## config.mk

```make
export PLATFORM = sky130hd
export DESIGN_NAME = connection_table_port_allocator_top_flat
export DESIGN_NICKNAME = d
export VERILOG_FILES = /design/src/rtl/ctpa_pkg.sv /design/src/rtl/ctpa_in_if.sv /design/src/rtl/ctpa_out_if.sv /design/src/rtl/connection_table_port_allocator_top.sv /design/src/rtl/ctpa_ram.sv /design/src/rtl/ctpa_port_lanes.sv /design/src/rtl/ctpa_seq.sv /design/src/flat_wrapper.sv
export VERILOG_INCLUDE_DIRS = /design/src /design/src/rtl
export SDC_FILE = /design/constraint.sdc
export NUM_CORES = 1
export LEC_CHECK = 0
export BUFFER_PORTS_ARGS = -buffer_cell sky130_fd_sc_hd__buf_2
export CORE_MARGIN = 4
export CORE_UTILIZATION = 44
export DETAILED_ROUTE_END_ITERATION = 6
export GPL_TIMING_DRIVEN = 0
export PLACE_DENSITY_LB_ADDON = 0.08
export SYNTH_ARGS = -nofsm -noshare
export SYNTH_HDL_FRONTEND = slang
export SYNTH_SLANG_ARGS = --single-unit
export TNS_END_PERCENT = 5
```

## constraint.sdc

```tcl
create_clock -name clk_i -period 6.4 [get_ports clk_i]
set_clock_uncertainty 0.05 [all_clocks]
set_input_delay 1.28 -clock clk_i [delete_from_list [all_inputs] [get_ports clk_i]]
set_output_delay 1.28 -clock clk_i [all_outputs]
set_load 0.02 [all_outputs]
```

## src/rtl/connection_table_port_allocator_top_defines.svh

```systemverilog
// ----------------------------------------------------------------------------
// Connection table assertion macros
// Concurrent checks on clk_i, disabled while rst_ni is low.
// ----------------------------------------------------------------------------
`ifndef CONNECTION_TABLE_PORT_ALLOCATOR_TOP_DEFINES_SVH
`define CONNECTION_TABLE_PORT_ALLOCATOR_TOP_DEFINES_SVH

`ifndef ASSERT_OFF

`define CTPA_ASSERT(lbl, prop, msg) \
  lbl: assert property (@(posedge clk_i) disable iff (!rst_ni) (prop)) else $error(msg);

`define CTPA_ASSERT_IMPL(lbl, ante, cons, msg) \
  `CTPA_ASSERT(lbl, (ante) |-> (cons), msg)

`define CTPA_ASSERT_NEXT(lbl, ante, cons, msg) \
  `CTPA_ASSERT(lbl, (ante) |=> (cons), msg)

`else

`define CTPA_ASSERT(lbl, prop, msg)
`define CTPA_ASSERT_IMPL(lbl, ante, cons, msg)
`define CTPA_ASSERT_NEXT(lbl, ante, cons, msg)

`endif

`endif

```

## src/rtl/ctpa_pkg.sv

```systemverilog
// ----------------------------------------------------------------------------
// ctpa_pkg
// Types and constants shared by the connection table modules.
// ----------------------------------------------------------------------------
package ctpa_pkg;

  localparam int MAX_SLOT_W = 6;   // up to 64 slots
  localparam int MAX_PORT_W = 8;
  localparam int TRY_W      = 9;
  localparam int MAX_TRIES  = 256;

  localparam logic [7:0] RST_MAX_BIND   = 8'd31;
  localparam logic [7:0] RST_PORT_LIMIT = 8'd63;
  localparam logic [7:0] RST_NEXT_PORT  = 8'd32;

  typedef enum logic [1:0] {
    KIND_FIND    = 2'd0,
    KIND_OPEN    = 2'd1,
    KIND_CONNECT = 2'd2,
    KIND_CLOSE   = 2'd3
  } ctpa_kind_e;

  typedef enum logic [1:0] {
    STAT_OK       = 2'd0,
    STAT_NO_MATCH = 2'd1,
    STAT_NO_PORT  = 2'd2,
    STAT_NO_SLOT  = 2'd3
  } ctpa_status_e;

  typedef enum logic [0:0] {
    REG_MAX_BIND   = 1'b0,
    REG_PORT_LIMIT = 1'b1
  } ctpa_reg_e;

  typedef enum logic [2:0] {
    ST_IDLE,
    ST_FIND_RD,
    ST_FIND_CMP,
    ST_OPEN,
    ST_CONN_STEP,
    ST_CONN_TEST,
    ST_RESP
  } ctpa_state_e;

  typedef struct packed {
    logic                  set;
    logic                  clr;
    logic [MAX_SLOT_W-1:0] idx;
    logic [MAX_PORT_W-1:0] port;
  } ctpa_lane_cmd_t;

  typedef struct packed {
    ctpa_status_e status;
    logic [3:0]   slot;
    logic [7:0]   port;
  } ctpa_res_t;

endpackage

```

## src/rtl/ctpa_in_if.sv

```systemverilog
// ----------------------------------------------------------------------------
// ctpa_in_if
// Request channel: one beat carries one table operation.
// ----------------------------------------------------------------------------
interface ctpa_in_if;
  logic        valid;
  logic        ready;
  logic [1:0]  kind;
  logic [31:0] ident;
  logic [31:0] match_mask;
  logic [3:0]  slot_sel;

  modport source (output valid, kind, ident, match_mask, slot_sel, input ready);
  modport sink   (input valid, kind, ident, match_mask, slot_sel, output ready);
endinterface

```

## src/rtl/ctpa_out_if.sv

```systemverilog
// ----------------------------------------------------------------------------
// ctpa_out_if
// Response channel: one beat per operation.
// ----------------------------------------------------------------------------
interface ctpa_out_if;
  logic       valid;
  logic       ready;
  logic [1:0] status;
  logic [3:0] slot_out;
  logic [7:0] port_out;

  modport source (output valid, status, slot_out, port_out, input ready);
  modport sink   (input valid, status, slot_out, port_out, output ready);
endinterface

```

## src/rtl/connection_table_port_allocator_top.sv

```systemverilog
// One operation in flight at a time: a request is accepted only while the
// sequencer is idle. Find and open step a single slot scan pointer;
// connect walks the port counter and then runs the open scan.
// Reset: all slots closed, last-given slot 0, next port 32, registers 31/63.
// ----------------------------------------------------------------------------
// connection_table_port_allocator_top
// Connection slot table with masked find, round-robin open, ephemeral port
// search and close. Holds configuration and the output stage.
// ----------------------------------------------------------------------------
module connection_table_port_allocator_top import ctpa_pkg::*; #(
  parameter int SLOTS     = 16,
  parameter int PORT_LSB  = 14,
  parameter int PORT_BITS = 6
) (
  input  logic         clk_i,
  input  logic         rst_ni,
  input  logic         cfg_we_i,
  input  logic [0:0]   cfg_idx_i,
  input  logic [7:0]   cfg_wdata_i,
  ctpa_in_if.sink      in_i,
  ctpa_out_if.source   out_o
);

  // port field is clipped at bit 31
  localparam int FIELD_W = (PORT_LSB + PORT_BITS > 32) ? 32 - PORT_LSB : PORT_BITS;
  localparam int SW      = $clog2(SLOTS);

  logic [7:0]         max_bind_q, port_limit_q;
  logic               out_valid_q;
  ctpa_res_t          out_q;

  logic [SLOTS-1:0]   open;
  logic               hit;
  logic [FIELD_W-1:0] cand;
  ctpa_lane_cmd_t     lane_cmd;
  logic               ram_we, ram_re;
  logic [SW-1:0]      ram_waddr, ram_raddr;
  logic [31:0]        ram_wdata, ram_rdata;
  logic               idle, res_valid, res_take;
  ctpa_res_t          res;

  always_ff @(posedge clk_i or negedge rst_ni) begin
    if (!rst_ni) begin
      max_bind_q   <= RST_MAX_BIND;
      port_limit_q <= RST_PORT_LIMIT;
    end else if (cfg_we_i) begin
      unique case (ctpa_reg_e'(cfg_idx_i))
        REG_MAX_BIND:   max_bind_q   <= cfg_wdata_i;
        REG_PORT_LIMIT: port_limit_q <= cfg_wdata_i;
        default: ;
      endcase
    end
  end

  // output stage: result beat waits here while the next request runs
  assign res_take = res_valid && (!out_valid_q || out_o.ready);

  always_ff @(posedge clk_i or negedge rst_ni) begin
    if (!rst_ni) begin
      out_valid_q <= 1'b0;
    end else if (res_take) begin
      out_valid_q <= 1'b1;
    end else if (out_o.ready) begin
      out_valid_q <= 1'b0;
    end
  end

  always_ff @(posedge clk_i) begin
    if (res_take) begin
      out_q <= res;
    end
  end

  assign out_o.valid    = out_valid_q;
  assign out_o.status   = out_q.status;
  assign out_o.slot_out = out_q.slot;
  assign out_o.port_out = out_q.port;
  assign in_i.ready     = idle;

  ctpa_ram #(
    .WIDTH (32),
    .DEPTH (SLOTS)
  ) u_ident_ram (
    .clk_i   (clk_i),
    .we_i    (ram_we),
    .waddr_i (ram_waddr),
    .wdata_i (ram_wdata),
    .re_i    (ram_re),
    .raddr_i (ram_raddr),
    .rdata_o (ram_rdata)
  );

  ctpa_port_lanes #(
    .SLOTS   (SLOTS),
    .FIELD_W (FIELD_W)
  ) u_lanes (
    .clk_i  (clk_i),
    .rst_ni (rst_ni),
    .cmd_i  (lane_cmd),
    .cand_i (cand),
    .open_o (open),
    .hit_o  (hit)
  );

  ctpa_seq #(
    .SLOTS    (SLOTS),
    .PORT_LSB (PORT_LSB),
    .FIELD_W  (FIELD_W)
  ) u_seq (
    .clk_i        (clk_i),
    .rst_ni       (rst_ni),
    .start_i      (in_i.valid && idle),
    .kind_i       (ctpa_kind_e'(in_i.kind)),
    .ident_i      (in_i.ident),
    .mask_i       (in_i.match_mask),
    .sel_i        (in_i.slot_sel),
    .max_bind_i   (max_bind_q),
    .port_limit_i (port_limit_q),
    .open_i       (open),
    .hit_i        (hit),
    .cand_o       (cand),
    .lane_cmd_o   (lane_cmd),
    .ram_we_o     (ram_we),
    .ram_waddr_o  (ram_waddr),
    .ram_wdata_o  (ram_wdata),
    .ram_re_o     (ram_re),
    .ram_raddr_o  (ram_raddr),
    .ram_rdata_i  (ram_rdata),
    .idle_o       (idle),
    .res_valid_o  (res_valid),
    .res_o        (res),
    .res_take_i   (res_take)
  );

endmodule

```

## src/rtl/ctpa_ram.sv

```systemverilog
// ----------------------------------------------------------------------------
// ctpa_ram
// Generic single-write, single-read RAM with registered read data.
// ----------------------------------------------------------------------------
module ctpa_ram #(
  parameter int WIDTH = 32,
  parameter int DEPTH = 16
) (
  input  logic                     clk_i,
  input  logic                     we_i,
  input  logic [$clog2(DEPTH)-1:0] waddr_i,
  input  logic [WIDTH-1:0]         wdata_i,
  input  logic                     re_i,
  input  logic [$clog2(DEPTH)-1:0] raddr_i,
  output logic [WIDTH-1:0]         rdata_o
);

  logic [WIDTH-1:0] mem_q [DEPTH];
  logic [WIDTH-1:0] rdata_q;

  always_ff @(posedge clk_i) begin
    if (we_i) begin
      mem_q[waddr_i] <= wdata_i;
    end
    if (re_i) begin
      rdata_q <= mem_q[raddr_i];
    end
  end

  assign rdata_o = rdata_q;

endmodule

```

## src/rtl/ctpa_port_lanes.sv

```systemverilog
// ----------------------------------------------------------------------------
// ctpa_port_lanes
// Per-slot open flag and destination-port field, with a parallel test of a
// candidate port against every open slot.
// ----------------------------------------------------------------------------
module ctpa_port_lanes import ctpa_pkg::*; #(
  parameter int SLOTS   = 16,
  parameter int FIELD_W = 6
) (
  input  logic               clk_i,
  input  logic               rst_ni,
  input  ctpa_lane_cmd_t     cmd_i,
  input  logic [FIELD_W-1:0] cand_i,
  output logic [SLOTS-1:0]   open_o,
  output logic               hit_o
);

  localparam int SW = $clog2(SLOTS);

  logic [SLOTS-1:0]   open_q;
  logic [FIELD_W-1:0] port_q [SLOTS];
  logic [SW-1:0]      idx;
  logic [SLOTS-1:0]   lane_hit;

  assign idx = cmd_i.idx[SW-1:0];

  always_ff @(posedge clk_i or negedge rst_ni) begin
    if (!rst_ni) begin
      open_q <= '0;
    end else if (cmd_i.set) begin
      open_q[idx] <= 1'b1;
    end else if (cmd_i.clr) begin
      open_q[idx] <= 1'b0;
    end
  end

  always_ff @(posedge clk_i) begin
    if (cmd_i.set) begin
      port_q[idx] <= cmd_i.port[FIELD_W-1:0];
    end
  end

  always_comb begin
    for (int i = 0; i < SLOTS; i++) begin
      lane_hit[i] = open_q[i] && (port_q[i] == cand_i);
    end
  end

  assign hit_o  = |lane_hit;
  assign open_o = open_q;

endmodule

```

## src/rtl/ctpa_seq.sv

```systemverilog
// ----------------------------------------------------------------------------
// ctpa_seq
// Operation sequencer: slot scan for find and open, port walk for connect,
// close, and result hold until the output stage takes it.
// ----------------------------------------------------------------------------
`include "connection_table_port_allocator_top_defines.svh"

module ctpa_seq import ctpa_pkg::*; #(
  parameter int SLOTS     = 16,
  parameter int PORT_LSB  = 14,
  parameter int FIELD_W   = 6
) (
  input  logic                     clk_i,
  input  logic                     rst_ni,
  input  logic                     start_i,
  input  ctpa_kind_e               kind_i,
  input  logic [31:0]              ident_i,
  input  logic [31:0]              mask_i,
  input  logic [3:0]               sel_i,
  input  logic [7:0]               max_bind_i,
  input  logic [7:0]               port_limit_i,
  input  logic [SLOTS-1:0]         open_i,
  input  logic                     hit_i,
  output logic [FIELD_W-1:0]       cand_o,
  output ctpa_lane_cmd_t           lane_cmd_o,
  output logic                     ram_we_o,
  output logic [$clog2(SLOTS)-1:0] ram_waddr_o,
  output logic [31:0]              ram_wdata_o,
  output logic                     ram_re_o,
  output logic [$clog2(SLOTS)-1:0] ram_raddr_o,
  input  logic [31:0]              ram_rdata_i,
  output logic                     idle_o,
  output logic                     res_valid_o,
  output ctpa_res_t                res_o,
  input  logic                     res_take_i
);

  localparam int SW = $clog2(SLOTS);

  function automatic logic [SW-1:0] wrap_inc(input logic [SW-1:0] v);
    logic [SW-1:0] r;
    r = (v == SW'(SLOTS - 1)) ? '0 : v + SW'(1);
    return r;
  endfunction

  ctpa_state_e       state_q, state_d;
  ctpa_kind_e        kind_q, kind_d;
  logic [31:0]       ident_q, ident_d;
  logic [31:0]       mask_q, mask_d;
  logic [SW-1:0]     idx_q, idx_d;
  logic [SW-1:0]     last_q, last_d;
  logic [7:0]        np_q, np_d;
  logic [7:0]        start_q, start_d;
  logic [TRY_W-1:0]  tries_q, tries_d;
  ctpa_res_t         res_q, res_d;

  logic              idx_open, find_match, idx_last, open_full;
  logic              tries_done, wrap_start, over_limit, sel_ok;
  logic [7:0]        np_inc, bind_next;
  logic [SW+3:0]     idx_ext, sel_ext;
  logic [3:0]        idx_slot;
  logic [SW-1:0]     sel_idx;

  assign idx_open   = open_i[idx_q];
  assign find_match = idx_open && (((ram_rdata_i ^ ident_q) & mask_q) == '0);
  assign idx_last   = (idx_q == SW'(SLOTS - 1));
  assign open_full  = (idx_q == last_q);
  assign np_inc     = np_q + 8'd1;
  assign bind_next  = max_bind_i + 8'd1;
  assign tries_done = (tries_q == TRY_W'(MAX_TRIES));
  assign wrap_start = (np_inc == start_q);
  assign over_limit = (np_inc > port_limit_i);
  assign sel_ok     = (int'(sel_i) < SLOTS);
  assign idx_ext    = {4'b0000, idx_q};
  assign idx_slot   = idx_ext[3:0];
  assign sel_ext    = {{SW{1'b0}}, sel_i};
  assign sel_idx    = sel_ext[SW-1:0];

  // next state
  always_comb begin
    state_d = state_q;
    unique case (state_q)
      ST_IDLE: begin
        if (start_i) begin
          unique case (kind_i)
            KIND_FIND:    state_d = ST_FIND_RD;
            KIND_OPEN:    state_d = ST_OPEN;
            KIND_CONNECT: state_d = ST_CONN_STEP;
            KIND_CLOSE:   state_d = ST_RESP;
            default:      state_d = ST_IDLE;
          endcase
        end
      end
      ST_FIND_RD:  state_d = ST_FIND_CMP;
      ST_FIND_CMP: begin
        state_d = (find_match || idx_last) ? ST_RESP : ST_FIND_RD;
      end
      ST_OPEN: begin
        if (open_full || !idx_open) begin
          state_d = ST_RESP;
        end
      end
      ST_CONN_STEP: begin
        state_d = (tries_done || wrap_start) ? ST_RESP : ST_CONN_TEST;
      end
      ST_CONN_TEST: begin
        priority if (hit_i) begin
          state_d = ST_CONN_STEP;
        end else if (np_q == start_q) begin
          state_d = ST_RESP;
        end else begin
          state_d = ST_OPEN;
        end
      end
      ST_RESP: begin
        if (res_take_i) begin
          state_d = ST_IDLE;
        end
      end
      default: state_d = ST_IDLE;
    endcase
  end

  // datapath and unit control
  always_comb begin
    kind_d      = kind_q;
    ident_d     = ident_q;
    mask_d      = mask_q;
    idx_d       = idx_q;
    last_d      = last_q;
    np_d        = np_q;
    start_d     = start_q;
    tries_d     = tries_q;
    res_d       = res_q;
    lane_cmd_o  = '0;
    ram_we_o    = 1'b0;
    ram_re_o    = 1'b0;
    ram_wdata_o = ident_q;
    unique case (state_q)
      ST_IDLE: begin
        if (start_i) begin
          kind_d     = kind_i;
          ident_d    = ident_i;
          mask_d     = mask_i;
          start_d    = np_q;
          tries_d    = '0;
          res_d.port = 8'd0;
          unique case (kind_i)
            KIND_FIND: idx_d = '0;
            KIND_OPEN: idx_d = wrap_inc(last_q);
            KIND_CLOSE: begin
              // out-of-range slot is ignored but still echoed
              lane_cmd_o.clr = sel_ok;
              lane_cmd_o.idx = MAX_SLOT_W'(sel_idx);
              res_d.status   = STAT_OK;
              res_d.slot     = sel_i;
            end
            default: ;
          endcase
        end
      end
      ST_FIND_RD: begin
        ram_re_o = 1'b1;
      end
      ST_FIND_CMP: begin
        priority if (find_match) begin
          res_d.status = STAT_OK;
          res_d.slot   = idx_slot;
        end else if (idx_last) begin
          res_d.status = STAT_NO_MATCH;
          res_d.slot   = 4'd0;
        end else begin
          idx_d = wrap_inc(idx_q);
        end
      end
      ST_OPEN: begin
        // the slot given last is never rechecked
        priority if (open_full) begin
          res_d.status = STAT_NO_SLOT;
          res_d.slot   = 4'd0;
        end else if (!idx_open) begin
          ram_we_o        = 1'b1;
          lane_cmd_o.set  = 1'b1;
          lane_cmd_o.idx  = MAX_SLOT_W'(idx_q);
          lane_cmd_o.port = MAX_PORT_W'(ident_q[PORT_LSB +: FIELD_W]);
          last_d          = idx_q;
          res_d.status    = STAT_OK;
          res_d.slot      = idx_slot;
        end else begin
          idx_d = wrap_inc(idx_q);
        end
      end
      ST_CONN_STEP: begin
        priority if (tries_done) begin
          res_d.status = STAT_NO_PORT;
          res_d.slot   = 4'd0;
          res_d.port   = np_q;
        end else if (wrap_start) begin
          np_d         = np_inc;
          res_d.status = STAT_NO_PORT;
          res_d.slot   = 4'd0;
          res_d.port   = np_inc;
        end else begin
          np_d    = over_limit ? bind_next : np_inc;
          tries_d = tries_q + TRY_W'(1);
        end
      end
      ST_CONN_TEST: begin
        res_d.port = np_q;
        if (!hit_i) begin
          if (np_q == start_q) begin
            res_d.status = STAT_NO_PORT;
            res_d.slot   = 4'd0;
          end else begin
            ident_d[PORT_LSB +: FIELD_W] = np_q[FIELD_W-1:0];
            idx_d = wrap_inc(last_q);
          end
        end
      end
      ST_RESP: ;
      default: ;
    endcase
  end

  always_ff @(posedge clk_i or negedge rst_ni) begin
    if (!rst_ni) begin
      state_q <= ST_IDLE;
      last_q  <= '0;
      np_q    <= RST_NEXT_PORT;
    end else begin
      state_q <= state_d;
      last_q  <= last_d;
      np_q    <= np_d;
    end
  end

  always_ff @(posedge clk_i) begin
    kind_q  <= kind_d;
    ident_q <= ident_d;
    mask_q  <= mask_d;
    idx_q   <= idx_d;
    start_q <= start_d;
    tries_q <= tries_d;
    res_q   <= res_d;
  end

  assign cand_o      = np_q[FIELD_W-1:0];
  assign ram_waddr_o = idx_q;
  assign ram_raddr_o = idx_q;
  assign idle_o      = (state_q == ST_IDLE);
  assign res_valid_o = (state_q == ST_RESP);
  assign res_o       = res_q;

  `CTPA_ASSERT_NEXT(a_claim_opens, state_q == ST_OPEN && !open_full && !idx_open, open_i[last_q], "claimed slot not marked open")
  `CTPA_ASSERT_IMPL(a_conn_port_inserted, state_q == ST_OPEN && kind_q == KIND_CONNECT, ident_q[PORT_LSB +: FIELD_W] == np_q[FIELD_W-1:0], "connect identifier lacks chosen port")
  `CTPA_ASSERT_IMPL(a_cand_in_range, state_q == ST_CONN_TEST, np_q <= port_limit_i || np_q == bind_next, "candidate port outside ephemeral range")

endmodule

```

## src/flat_wrapper.sv

```systemverilog
// flat-port wrapper written by rule: the top's interface ports become plain ports
module connection_table_port_allocator_top_flat import ctpa_pkg::*;
#(
  parameter int SLOTS     = 16,
  parameter int PORT_LSB  = 14,
  parameter int PORT_BITS = 6
)
  (clk_i, rst_ni, cfg_we_i, cfg_idx_i, cfg_wdata_i, in_i_valid, in_i_kind, in_i_ident, in_i_match_mask, in_i_slot_sel, in_i_ready, out_o_valid, out_o_status, out_o_slot_out, out_o_port_out, out_o_ready);
  ctpa_in_if in_i_i ();
  ctpa_out_if out_o_i ();
  input  logic clk_i;
  input  logic rst_ni;
  input  logic cfg_we_i;
  input  logic [0:0] cfg_idx_i;
  input  logic [7:0] cfg_wdata_i;
  input wire logic [$bits(in_i_i.valid)-1:0] in_i_valid;
  input wire logic [$bits(in_i_i.kind)-1:0] in_i_kind;
  input wire logic [$bits(in_i_i.ident)-1:0] in_i_ident;
  input wire logic [$bits(in_i_i.match_mask)-1:0] in_i_match_mask;
  input wire logic [$bits(in_i_i.slot_sel)-1:0] in_i_slot_sel;
  output wire logic [$bits(in_i_i.ready)-1:0] in_i_ready;
  output wire logic [$bits(out_o_i.valid)-1:0] out_o_valid;
  output wire logic [$bits(out_o_i.status)-1:0] out_o_status;
  output wire logic [$bits(out_o_i.slot_out)-1:0] out_o_slot_out;
  output wire logic [$bits(out_o_i.port_out)-1:0] out_o_port_out;
  input wire logic [$bits(out_o_i.ready)-1:0] out_o_ready;
  assign in_i_i.valid = in_i_valid;
  assign in_i_i.kind = in_i_kind;
  assign in_i_i.ident = in_i_ident;
  assign in_i_i.match_mask = in_i_match_mask;
  assign in_i_i.slot_sel = in_i_slot_sel;
  assign in_i_ready = in_i_i.ready;
  assign out_o_valid = out_o_i.valid;
  assign out_o_status = out_o_i.status;
  assign out_o_slot_out = out_o_i.slot_out;
  assign out_o_port_out = out_o_i.port_out;
  assign out_o_i.ready = out_o_ready;
  connection_table_port_allocator_top #(.SLOTS(SLOTS), .PORT_LSB(PORT_LSB), .PORT_BITS(PORT_BITS)) u_core (.clk_i(clk_i), .rst_ni(rst_ni), .cfg_we_i(cfg_we_i), .cfg_idx_i(cfg_idx_i), .cfg_wdata_i(cfg_wdata_i), .in_i(in_i_i), .out_o(out_o_i));
endmodule
```

======== Word-level counts from Yosys, hierarchy flattened ========
Memories as Yosys holds them, arrays and structs flattened. A register that Yosys moved wholly into a read port is not among the register bits.
Cells that the tools add are included.
word-level totals
  word-level logic and storage cells ...... 198
  flip-flop bits (word level) ............. 161
  memories ................................ 2
  RAM bits ................................ 608
operators by class
  mux-type cells .......................... 63
  $lt $le $gt $ge ......................... 4
  $add $sub $neg .......................... 5
  eq/ne operators ......................... 48
  bitwise gates (word level) .............. 9
  reductions and logical operators ........ 48
memory list
  name                      words  width  rd ports  clocked after Yosys merged registers in  write ports  RTL line               RTL
  u_core.u_ident_ram.mem_q  16     32     1         1                                        1            ctpa_ram.sv:18         logic [WIDTH-1:0] mem_q [DEPTH];
  u_core.u_lanes.port_q     16     6      16        0                                        1            ctpa_port_lanes.sv:21  logic [FIELD_W-1:0] port_q [SLOTS];
operators with widths
  kind                                           number
  equality test 6 bit                            16
  2-to-1 mux 6 bit                               10
  2-to-1 mux 14 bit                              3
  2-to-1 mux 4 bit                               9
  bitwise AND 32 bit                             1
  zero test 32 bit                               1
  2-to-1 mux 16 bit                              2
  XOR 32 bit                                     1
  one-hot mux 6 bit (5 select lines)             1
  2-to-1 mux 9 bit                               3
  inequality test 2 bit (second input constant)  13
  2-to-1 mux 12 bit                              2
  one-hot mux 8 bit (3 select lines)             1
  one-hot mux 3 bit (7 select lines)             1
  logical AND 1 bit                              20
  2-to-1 mux 20 bit                              1
  2-to-1 mux 3 bit                               6
  one-hot mux 9 bit (2 select lines)             1
  adder 8 x 1 -> 8 bit (second input constant)   2
  bitwise AND 16 bit                             1
  equality test 8 bit                            2
  2-to-1 mux 8 bit                               2
  inverter 16 bit                                1
  OR 16 bit                                      1
  other kinds (38)                               76

======== Longest topological paths before layout ========
Gate-level depths: netlist of run 1.
  depth in word-level cells ............... 13
  mapped depth ............................ 13
  gate-level depth less buffers ........... 11

======== Modules after synthesis ========
Synthesis of run 1 repeated with hierarchy kept, for this count alone.
unflattened totals
  cells, all modules ...................... 1753
  area, all modules ....................... 32318.5 µm²
by module, submodules not included
  module                               cells an instance  instances  area an instance (µm²)
  ctpa_ram                             838                1          20155.6
  ctpa_seq                             539                1          6188.4
  ctpa_port_lanes                      322                1          4848.4
  connection_table_port_allocator_top  54                 1          1126.1

======== Worst setup path before layout of run 1 ========
OpenSTA, ideal clock, no wires.
  path type ............................... input-to-reg
  from .................................... input in_i_valid
  to ...................................... memory u_core.u_ident_ram.mem_q[12][0] (enable)
  arrival time ............................ 7.387 ns
  path buffers ............................ 1
  cell stages on the path ................. 7
  slack ................................... -1.458 ns
  path through ............................ nor4b_2 -> and3_1 -> buf_2 -> a21o_1 -> a32o_1 -> nand2_1 -> nor2_1
RTL lines
  element      RTL line            RTL
  from (decl)  flat_wrapper.sv:16  input wire logic [$bits(in_i_i.valid)-1:0] in_i_valid;
  to (decl)    ctpa_ram.sv:18

======== Worst setup path after layout of run 1 ========
  from .................................... register u_core.u_seq.idx_q[2] (netlist: u_core.u_seq.ram_raddr_o[2])
  to ...................................... memory u_core.u_ident_ram.mem_q[6][11] (enable)
between the ends
  cells in the longest elaborated chain, start to end .. 7
  elaborated cells between the ends (all ways) .. 8
RTL lines
  element                                 RTL line         RTL
  from (decl)                             ctpa_seq.sv:50   logic [SW-1:0] idx_q, idx_d;
  from (signal assigned)                  ctpa_seq.sv:241  idx_q <= idx_d;
  binary-select mux 1 bit (select 4 bit)  ctpa_seq.sv:64   assign idx_open = open_i[idx_q];
  2-to-1 mux 1 bit (not written as such)  ctpa_seq.sv:64
  2-to-1 mux 1 bit                        ctpa_seq.sv:181  end else if (!idx_open) begin
  2-to-1 mux 1 bit                        ctpa_seq.sv:178  priority if (open_full) begin
  2-to-1 mux 1 bit                        ctpa_seq.sv:139  unique case (state_q)
  2-to-1 mux 1 bit                        ctpa_ram.sv:22   if (we_i) begin
  2-to-1 mux 1 bit (not written as such)  ctpa_ram.sv:23   mem_q[waddr_i] <= wdata_i;
Several ways; a longest one is shown, not always the timed one. The select of a mux whose other input is x is not followed.

==> impl_metrics.json, run 1 <==
{
  "clock_latency_ns": 0.64,
  "syn_area_um2": 32200,
  "outcome": "completed",
  "synth_top_family_by_area": "multiplexers",
  "drt_first_pass_iters": 5,
  "synth-main-ff-cell": "edfxtp_1",
  "wl_met2_um": 40500,
  "powerDensity_nw_per_um2": 436,
  "htreeDepth": 3,
  "drv_slew": 0,
  "clkSinkCount": 801,
  "finalNonFillerCells": 2903,
  "synth.net_count": 1760,
  "routedWlPerCell_um": 27.6,
  "synth_seq_cells": 801,
  "relSlewSlack_pct": 16.9,
  "ctsResizeCount": 0,
  "cts_tree": "built",
  "ys_seq_area_share_pct": 74.0,
  "syn_to_final_growth_pct": 15.5,
  "ant_nets": 0,
  "grt.total_usage_pct": 20.7,
  "hold_violations": 0,
  "io_buffers": 99,
  "drt-total-wl_um": 80100,
  "die_x_um": 279,
  "leakagePower_uw": 0.0122,
  "grt_pass1_vias": 17230,
  "setup_viol": 0,
  "netlist_instances": 1659,
  "end_kind": "register",
  "antenna_found_initial": 5,
  "final_core_util_pct": 51.7,
  "mostFrequentLayoutCells": "edfxtp_1 (753), mux4_2 (164), buf_2 (127), xor2_1 (96), clkbuf_16 (87)",
  "place_ws_ns": 1.89,
  "critPathMaxFanout": 10,
  "ios": 100,
  "top_layer_used": "met5",
  "postCtsHoldBufs": 0,
  "fp.dieH_um": 279,
  "multi_input_comb_area_um2": 7970,
  "synth_top_area_share_pct": 70.2,
  "vdd_drop_max_mv": 0.249,
  "final_common_cell": "edfxtp_1",
  "hold_path_class": "register to register",
  "synth.distinct_cells": 65,
  "start_kind": "register",
  "initial_core_util_pct": 44.7,
  "vias": 16369,
  "yosys.area_share.simple_pct": 4.06,
  "rsz0062_at_grt": "no",
  "synthXorXnorAreaFrac_pct": 4.54,
  "synthArstFlopShare_pct": 5.99,
  "worst-endpoint-arrival_ns": 4.23,
  "dp.cells": 2741,
  "yosys-top-cells-area": "edfxtp_1 (70%), mux4_2 (11%), dfrtp_1 (2.8%)",
  "fill_cells": 5800,
  "met3_length_um": 4350,
  "clk_pin_slew_ns": 0.06,
  "grt_max_degree": 49,
  "finalCriticalPeriod_ns": 3.95,
  "synth-compound-area-share_pct": 2.95,
  "routabilityCongestion": 0.808,
  "synth_mux_area_share_pct": 12.3,
  "drive_above_1_share_pct": 26.7,
  "die-area_um2": 77600,
  "fin_nets": 1980,
  "required_ns": 6.67,
  "worst_pin_slew_ns": 1.25,
  "met1_length_um": 33500,
  "drt_iter0_markers": 1273,
  "synth_area_leader_cell": "edfxtp_1",
  "cts-root-buf": "clkbuf_16",
  "row_count": 98,
  "setup_ws_ns": 2.45,
  "fmax_mhz": 253,
  "grt_overflow": 0,
  "numCtsBuffers": 86,
  "core_area_um2": 72000,
  "seqCellArea_um2": 23800,
  "final_area_um2": 37200,
  "dp.final_hpwl_um": 51600,
  "synth_enable_flop_cells": 753,
  "synth_warnings": 0,
  "dpl_cell_area_um2": 34500,
  "drc": 0,
  "post_cts_buffers": 0,
  "avgSynthCellArea_um2": 19.4,
  "cts_buffer_depth": 3,
  "synth_fa_ha_area_share_pct": 0.660,
  "period_share_pct": 61.8,
  "via_per_inst": 5.64,
  "grt_pass1_wl_um": 117000,
  "cap_viol_max_count": 0,
  "power.total_uw": 16200,
  "critPathKind": "register to register"
}
-- final timing paths --
| kind | startpoint | to | slack (ns) | depth (start not counted) |
|---|---|---|---|---|
| min | u_core.u_seq.res_o[4] | u_core.out_o.port_out[4] | 0.36 | 0 |
| min reg2reg | u_core.u_seq.res_o[4] | u_core.out_o.port_out[4] | 0.36 | 0 |
| max in group asynchronous | rst_ni | asynchronous set/reset pin | 4.65 | 1 |
| min in group asynchronous | rst_ni | u_core.out_o.valid | 0.87 | 1 |
| max | u_core.u_seq.ram_raddr_o[2] | u_core.u_ident_ram.mem_q[6][11] | 2.45 | 7 |
| max reg2reg | u_core.u_seq.ram_raddr_o[2] | u_core.u_ident_ram.mem_q[6][11] | 2.45 | 7 |
-- Yosys cell counts (3+ instances only) --
cell type	instances
a21o_1	5
a21oi_1	10
a221o_1	3
a22oi_1	26
a31oi_1	3
and2_1	18
and3_1	16
buf_1	7
buf_2	28
buf_4	9
buf_6	3
clkbuf_1	34
dfrtp_1	36
dfstp_2	12
edfxtp_1	753
ha_1	17
inv_1	22
mux2_2	20
mux2i_1	5
mux4_2	164
nand2_1	31
nand2b_1	5
nand3_1	21
nand3_2	3
nand4_1	25
nor2_1	63
nor2b_1	12
nor3_1	9
nor4_1	24
o21a_1	4
o21ai_0	53
o21ai_1	6
o21bai_1	4
o31ai_1	5
xnor2_1	71
xor2_1	96
-- through the flow --
step,hold slack (ns),TNS [ns]
2_1_floorplan,0.350,0
3_3_place_gp,0.361,-788.87
3_5_place_dp,0.357,0
4_1_cts,0.359,0
5_1_grt,0.367,0
6_report,0.361,0
-- cell type report --
type,instances,share of cell area (%)
Sequential cell,801,64.0
Multi-Input combinational cell,755,21.4
Clock buffer,108,6.09
Tap cell,950,3.19
Timing Repair Buffer,132,2.67
Clock inverter,52,1.28
Buffer,81,1.06
Inverter,22,0.222
Antenna cell,2,0.0135
-- power breakdown --
group / switching, µW / internal [µW]
Clock: 2030 / 2800
Sequential: 423 / 6550
Combinational: 2540 / 1880
Total: 4990 / 11200
-- critical path, stage by stage (launching register included) --
cell and delay, ns:
edfxtp_1 0.32, clkbuf_1 0.25, clkbuf_1 0.72, clkbuf_1 0.76
nand3_1 0.41, nor3_2 0.62, buf_6 0.25, buf_4 0.22
-- metal layers --
| layer | GRT usage (%) | up-vias |
|---|---|---|
| met3 | 3.71 | 127 |
| met5 | 0 | - |
| met2 | 35.0 | 460 |
| met1 | 27.8 | 8656 |
| li1 | - | 7118 |
| met4 | 5.63 | 8 |
-- registers in the layout (all words and copies together) (netlist names), 2 cells and up, named ones only --
register,flops
u_core.u_seq.last_q,4
u_core.u_ident_ram.mem_q,512
u_core.max_bind_q,8
u_core.out_o.slot_out,4
u_core.u_seq.res_o,14
u_core.u_seq.state_q,3
u_core.u_seq.tries_q,9
u_core.port_limit_q,8
u_core.u_seq.start_q,8
u_core.out_o.status,2
u_core.u_seq.ram_raddr_o,4
u_core.u_seq.np_q,8
u_core.u_ident_ram.rdata_o,32
u_core.u_seq.mask_q,32
u_core.u_seq.ram_wdata_o,32
u_core.out_o.port_out,8
u_core.u_lanes.port_q,96
-- logic make-up after synthesis --
family	after synthesis
buffers and inverters	103
AOI/OAI and AO/OA	139
xor gates and xnor gates	167
and+or+nand+nor	243
adders and majority gates	17
muxes	189
DFF	801
No activity file was read; power rests on OpenSTA's default activity.
==> run 2: changes to the inputs <==
- clock period: 6.4 -> 3.9 ns (I/O delays scaled with it)
==> run 2 against run 1 <==
Die area stayed put. Worst hold slack worse by 0.32 ns. Via count hardly changed. Sequential power up 64%. First-iteration DRC count up 13%. Final area increased by 0.40%. Clock-buffer cell count grew 2. Largest cell class unchanged.
==> impl_metrics.json, run 2 (synthesis gave the netlist of run 1 again) <==
{
  "grt_pass1_wl_um": 118000,
  "numCtsBuffers": 86,
  "leakagePower_uw": 0.0123,
  "mostFrequentLayoutCells": "edfxtp_1 (753), mux4_2 (164), buf_2 (126), xor2_1 (96), clkbuf_16 (90)",
  "final_common_cell": "edfxtp_1",
  "critPathBufInv": 3,
  "power.total_uw": 26800,
  "required_ns": 4.10,
  "finalCriticalPeriod_ns": 3.84,
  "hold_violations": 0,
  "seqCellArea_um2": 23800,
  "clk_pin_slew_ns": 0.06,
  "ant_nets": 0,
  "reg2reg_to": "u_core.u_lanes.port_q[3][2]",
  "hold_path_class": "primary input to asynchronous set/reset pin",
  "setup_viol": 0,
  "clock_latency_ns": 0.62,
  "critPathKind": "register to register",
  "grt_pass1_vias": 17187,
  "cts_buffer_depth": 3,
  "drv_slew": 0,
  "fin_nets": 1986,
  "outcome": "completed",
  "drt-total-wl_um": 80800,
  "cpMostUsedCell": "clkbuf_1",
  "final_core_util_pct": 51.9,
  "antenna_found_initial": 7,
  "vias": 16370,
  "largest_reg_flops": 512,
  "die-area_um2": 77600,
  "core_area_um2": 72000,
  "largest_register": "u_core.u_ident_ram.mem_q",
  "drt_iter0_markers": 1438,
  "via_per_inst": 5.63,
  "post_cts_buffers": 0,
  "drive_above_1_share_pct": 26.9,
  "dp.final_hpwl_um": 51400,
  "fmax_mhz": 260,
  "fp.dieH_um": 279,
  "ios": 100,
  "grt.total_usage_pct": 20.9,
  "postCtsHoldBufs": 0,
  "die_x_um": 279,
  "drc": 0,
  "fill_cells": 5776,
  "end_kind": "register",
  "cap_viol_max_count": 0,
  "drt_first_pass_iters": 7,
  "path_delay_family": "buffers and inverters",
  "multi_input_comb_area_um2": 7990,
  "top_regs": "u_core.u_ident_ram.mem_q x512, u_core.u_lanes.port_q x96",
  "clkSinkCount": 801,
  "htreeDepth": 3,
  "routedWlPerCell_um": 27.8,
  "io_buffers": 99,
  "start_kind": "register",
  "grt_max_degree": 49,
  "r2r_start": "u_core.u_seq.ram_raddr_o[1]",
  "critPathMaxFanout": 10,
  "relSlewSlack_pct": 20.3,
  "reg2reg_depth": 6,
  "r2r_setup_slack_ns": 0.06,
  "crit_path_top_delay_cell": "clkbuf_1",
  "worst-endpoint-arrival_ns": 4.04,
  "final_area_um2": 37400,
  "dpl_cell_area_um2": 34500,
  "initial_core_util_pct": 44.7,
  "cts_tree": "built",
  "grt_overflow": 0,
  "path_cells": "buf_2 > clkbuf_1 > clkbuf_1 > a21oi_1 > nand3b_1 > nor2_1",
  "tns_ns": 0,
  "powerDensity_nw_per_um2": 718,
  "routabilityCongestion": 0.830,
  "syn_to_final_growth_pct": 16.0,
  "period_share_pct": 98.6,
  "vdd_drop_max_mv": 0.466,
  "row_count": 98,
  "rsz0062_at_grt": "yes",
  "critPathMaxStageDelay_ns": 0.70,
  "cts-root-buf": "clkbuf_16",
  "worst_pin_slew_ns": 1.20
}
## run 2: changes by cell type in the layout (fill, tap and decap cells not counted), sizes merged
| cell | before | now |
|---|---|---|
| buf | 179 | 185 |
| bufinv | 7 | 8 |
| clkbuf | 142 | 144 |
| clkinv | 39 | 40 |
| clkinvlp | 2 | 0 |
| diode | 2 | 3 |
| inv | 26 | 24 |
## run 2: cell type report
type                    count  share of cell area [%]
clock inverters            50                    1.17
repair buffers            138                    2.86
well taps                 950                    3.18
diodes                      3                  0.0201
inverters                  22                   0.221
multi-input cells         755                    21.4
flip-flops and latches    801                    63.8
clock buffers             110                    6.28
plain buffers              81                    1.08
## run 2: repair_timing
action                                  in CTS  in global routing
hold endpoints to repair                     0                  0
resized for setup                            2                  1
endpoints found under the setup margin      73                 54
## run 2: power by group
| group | switching, µW | internal (µW) |
|---|---|---|
| registers | 699 | 10700 |
| clock network | 3270 | 4770 |
| logic | 4230 | 3110 |
## run 2: how the worst max path moves through the flow
stage | from | endpoint | slack, ns | cells after the start
floorplan | in_i_valid | u_core.u_ident_ram.mem_q[12][0] | -0.96 | 7
global placement | u_core.u_seq.ram_raddr_o[2] | u_core.u_ident_ram.mem_q[4][0] | -5.00 | 5
detailed placement | u_core.u_seq.ram_raddr_o[2] | u_core.u_ident_ram.mem_q[6][2] | -0.32 | 7
CTS | u_core.u_seq.ram_wdata_o[15] | u_core.u_seq.res_o[13] | 0.005 | 7
global route | u_core.u_seq.ram_raddr_o[1] | u_core.u_lanes.port_q[14][1] | -0.12 | 7
finish | u_core.u_seq.ram_raddr_o[1] | u_core.u_lanes.port_q[3][2] | 0.06 | 6
## run 2: stage by stage
step,std cells,worst slack [ns],hold WS [ns]
2_1_floorplan,1659,-0.959,0.350
3_3_place_gp,2708,-5.00,0.360
3_5_place_dp,2746,-0.319,0.355
4_1_cts,2906,0.00521,0.240
5_1_grt,2909,-0.116,0.0425
6_report,2910,0.0558,0.0404
## run 2: layer usage
metal	vias to the layer above	share of wire, %	global-route usage (%)
met3	115	5.2	3.73
met4	8	1.8	4.77
met2	438	50	35.4
met5	-	0.054	0
met1	8674	43	28.5
li1	7135	-	-
## run 2: worst reg2reg max path: cells and delay by family (launching register included)
family,cells,cell delay [ns]
simple gates,2,1.12
flops,1,0.42
compound gates,1,0.18
buf+inv,3,1.70
==> run 3: changes to the inputs <==
--- a/config.mk
+++ b/config.mk
@@ -11,6 +11,7 @@
 export CORE_UTILIZATION = 44
 export DETAILED_ROUTE_END_ITERATION = 6
-export GPL_TIMING_DRIVEN = 0
+export GPL_TIMING_DRIVEN = 1
 export PLACE_DENSITY_LB_ADDON = 0.08
+export SKIP_LAST_GASP = 1
 export SYNTH_ARGS = -nofsm -noshare
 export SYNTH_HDL_FRONTEND = slang
--- a/constraint.sdc
+++ b/constraint.sdc
@@ -3,3 +3,3 @@
 set_input_delay 0.78 -clock clk_i [delete_from_list [all_inputs] [get_ports clk_i]]
 set_output_delay 0.78 -clock clk_i [all_outputs]
-set_load 0.02 [all_outputs]
+set_load 0.05 [all_outputs]
==> run 3 against run 2 <==
Final area down 0.35%. Critical path type unchanged. Combinational power decreased by 2.9%. Worst hold slack better by 0.037 ns. Die area is the same. Clock-buffer cell count shrank 4. Register-to-register slack gained 0.20 ns. Maximum frequency increased by 5.4%. Largest power group unchanged.
==> impl_metrics.json, run 3 (synthesis gave the netlist of run 1 again) <==
{
  "clk_pin_slew_ns": 0.06,
  "drv_slew": 0,
  "routedWlPerCell_um": 27.5,
  "critPathMaxStageDelay_ns": 0.66,
  "grt_pass1_wl_um": 116000,
  "largest_register": "u_core.u_ident_ram.mem_q",
  "final_area_um2": 37200,
  "grt_pass1_vias": 16967,
  "cts_buffer_depth": 3,
  "required_ns": 4.21,
  "drive_above_1_share_pct": 27.3,
  "clkSinkCount": 801,
  "mostFrequentLayoutCells": "edfxtp_1 (753), mux4_2 (164), buf_2 (99), xor2_1 (96), clkbuf_16 (85)",
  "dp.final_hpwl_um": 45300,
  "drt-total-wl_um": 78700,
  "path_cells": "xor2_1 > buf_4 > a22oi_1 > nand4_1 > nor4_1 > buf_4 > a221oi_4 > a21o_1 > nor3_1 > buf_4",
  "core_area_um2": 72000,
  "largest_reg_flops": 512,
  "cts_tree": "built",
  "vdd_drop_max_mv": 0.476,
  "via_per_inst": 5.68,
  "path_delay_family": "simple AND/OR/NAND/NOR gates",
  "grt.busiest_layer": "met2",
  "initial_core_util_pct": 44.7,
  "dpl_cell_area_um2": 34500,
  "ios": 100,
  "critPathMaxFanout": 17,
  "crit_path_top_delay_cell": "edfxtp_1",
  "fmax_mhz": 274,
  "antenna_found_initial": 4,
  "worst-endpoint-arrival_ns": 3.96,
  "end_kind": "register",
  "leakagePower_uw": 0.0122,
  "worst_pin_slew_ns": 1.12,
  "grt_max_degree": 68,
  "fp.dieH_um": 279,
  "hold_violations": 0,
  "routabilityCongestion": 0.824,
  "grt_overflow": 0,
  "final_common_cell": "edfxtp_1",
  "holdWs_ns": 0.0769,
  "die_x_um": 279,
  "io_buffers": 99,
  "ctsResizeCount": 0,
  "drt_first_pass_iters": 5,
  "grtUsageMet3_pct": 3.63,
  "hold_path_class": "primary input to asynchronous set/reset pin",
  "rsz0062_at_grt": "no",
  "powerDensity_nw_per_um2": 712,
  "row_count": 98,
  "cpMostUsedCell": "buf_4",
  "ant_nets": 0,
  "outcome": "completed",
  "die-area_um2": 77600,
  "setup_viol": 0,
  "drc": 0,
  "finalCriticalPeriod_ns": 3.65,
  "syn_to_final_growth_pct": 15.6,
  "postCtsHoldBufs": 0,
  "start_kind": "register",
  "met2_usage_pct": 32.5,
  "relSlewSlack_pct": 25.1,
  "period_share_pct": 93.5,
  "fin_nets": 1947,
  "critPathBufInv": 3,
  "use_met1_pct": 29.2,
  "drt_iter0_markers": 1434,
  "grt.total_usage_pct": 20.3,
  "numCtsBuffers": 84,
  "cap_viol_max_count": 0,
  "post_cts_buffers": 0,
  "fill_cells": 5766,
  "vias": 16286,
  "top_regs": "u_core.u_ident_ram.mem_q x512, u_core.u_lanes.port_q x96",
  "critPathKind": "register to register",
  "cts-root-buf": "clkbuf_16",
  "clock_latency_ns": 0.64,
  "htreeDepth": 3,
  "r2r_setup_slack_ns": 0.25
}
-- run 3: cell count changes in the layout (fill, tap and decap cells not counted), moves of 4 or more --
cell | previous run | this run
buf_1 | 7 | 0
buf_2 | 126 | 99
clkinv_2 | 14 | 10
buf_12 | 15 | 24
buf_6 | 23 | 0
buf_4 | 11 | 59
clkbuf_16 | 90 | 85
clkbuf_1 | 51 | 21
-- run 3: path summary, 6_finish.rpt --
kind | from | endpoint | cells past startpoint
max in group asynchronous | rst_ni | asynchronous set/reset pin | 2
min in group clk_i | in_i_ident[1] | u_core.u_seq.ram_wdata_o[1] | 1
min | rst_ni | u_core.u_seq.np_q[1] | 1
max | u_core.u_seq.ram_wdata_o[13] | u_core.u_seq.res_o[10] | 10
max reg2reg | u_core.u_seq.ram_wdata_o[13] | u_core.u_seq.res_o[10] | 10
min reg2reg | u_core.u_seq.res_o[0] | u_core.out_o.port_out[0] | 0
-- run 3: final cells by class --
class / instances / area (µm²) / area share (%)
clock inverter: 50 / 527 / 1.41
sequential: 801 / 23800 / 64.0
clock buffer: 106 / 2210 / 5.93
tap: 950 / 1190 / 3.19
multi-input combinational: 755 / 7970 / 21.4
timing repair buffer: 182 / 1420 / 3.81
antenna: 1 / 2.50 / 0.00672
inverter: 22 / 82.6 / 0.222
-- run 3: through the flow --
step / setup WS, ns / power [µW] / TNS, ns / std cells / util (%)
5_1_grt: 0.151 / 27700 / 0 / 2866 / 51.7
2_1_floorplan: -0.959 / 16400 / -261.88 / 1659 / -
6_report: 0.252 / 26500 / 0 / 2867 / 51.7
3_3_place_gp: 0.329 / 18800 / 0 / 2710 / 47.9
3_5_place_dp: 0.356 / 18900 / 0 / 2710 / 47.9
4_1_cts: 0.335 / 26800 / 0 / 2866 / 51.7
-- run 3: metal layers --
layer	part of all wire, %	routed length (µm)
met5	0.033	26
met3	5.7	4500
met2	49	38200
met4	2.2	1750
met1	43	34200
-- run 3: power by group --
group,leakage [µW],internal [µW],switching (µW)
Combinational,0.00355,3140,3990
Sequential,0.00732,10700,700
Clock,0.00132,4630,3300
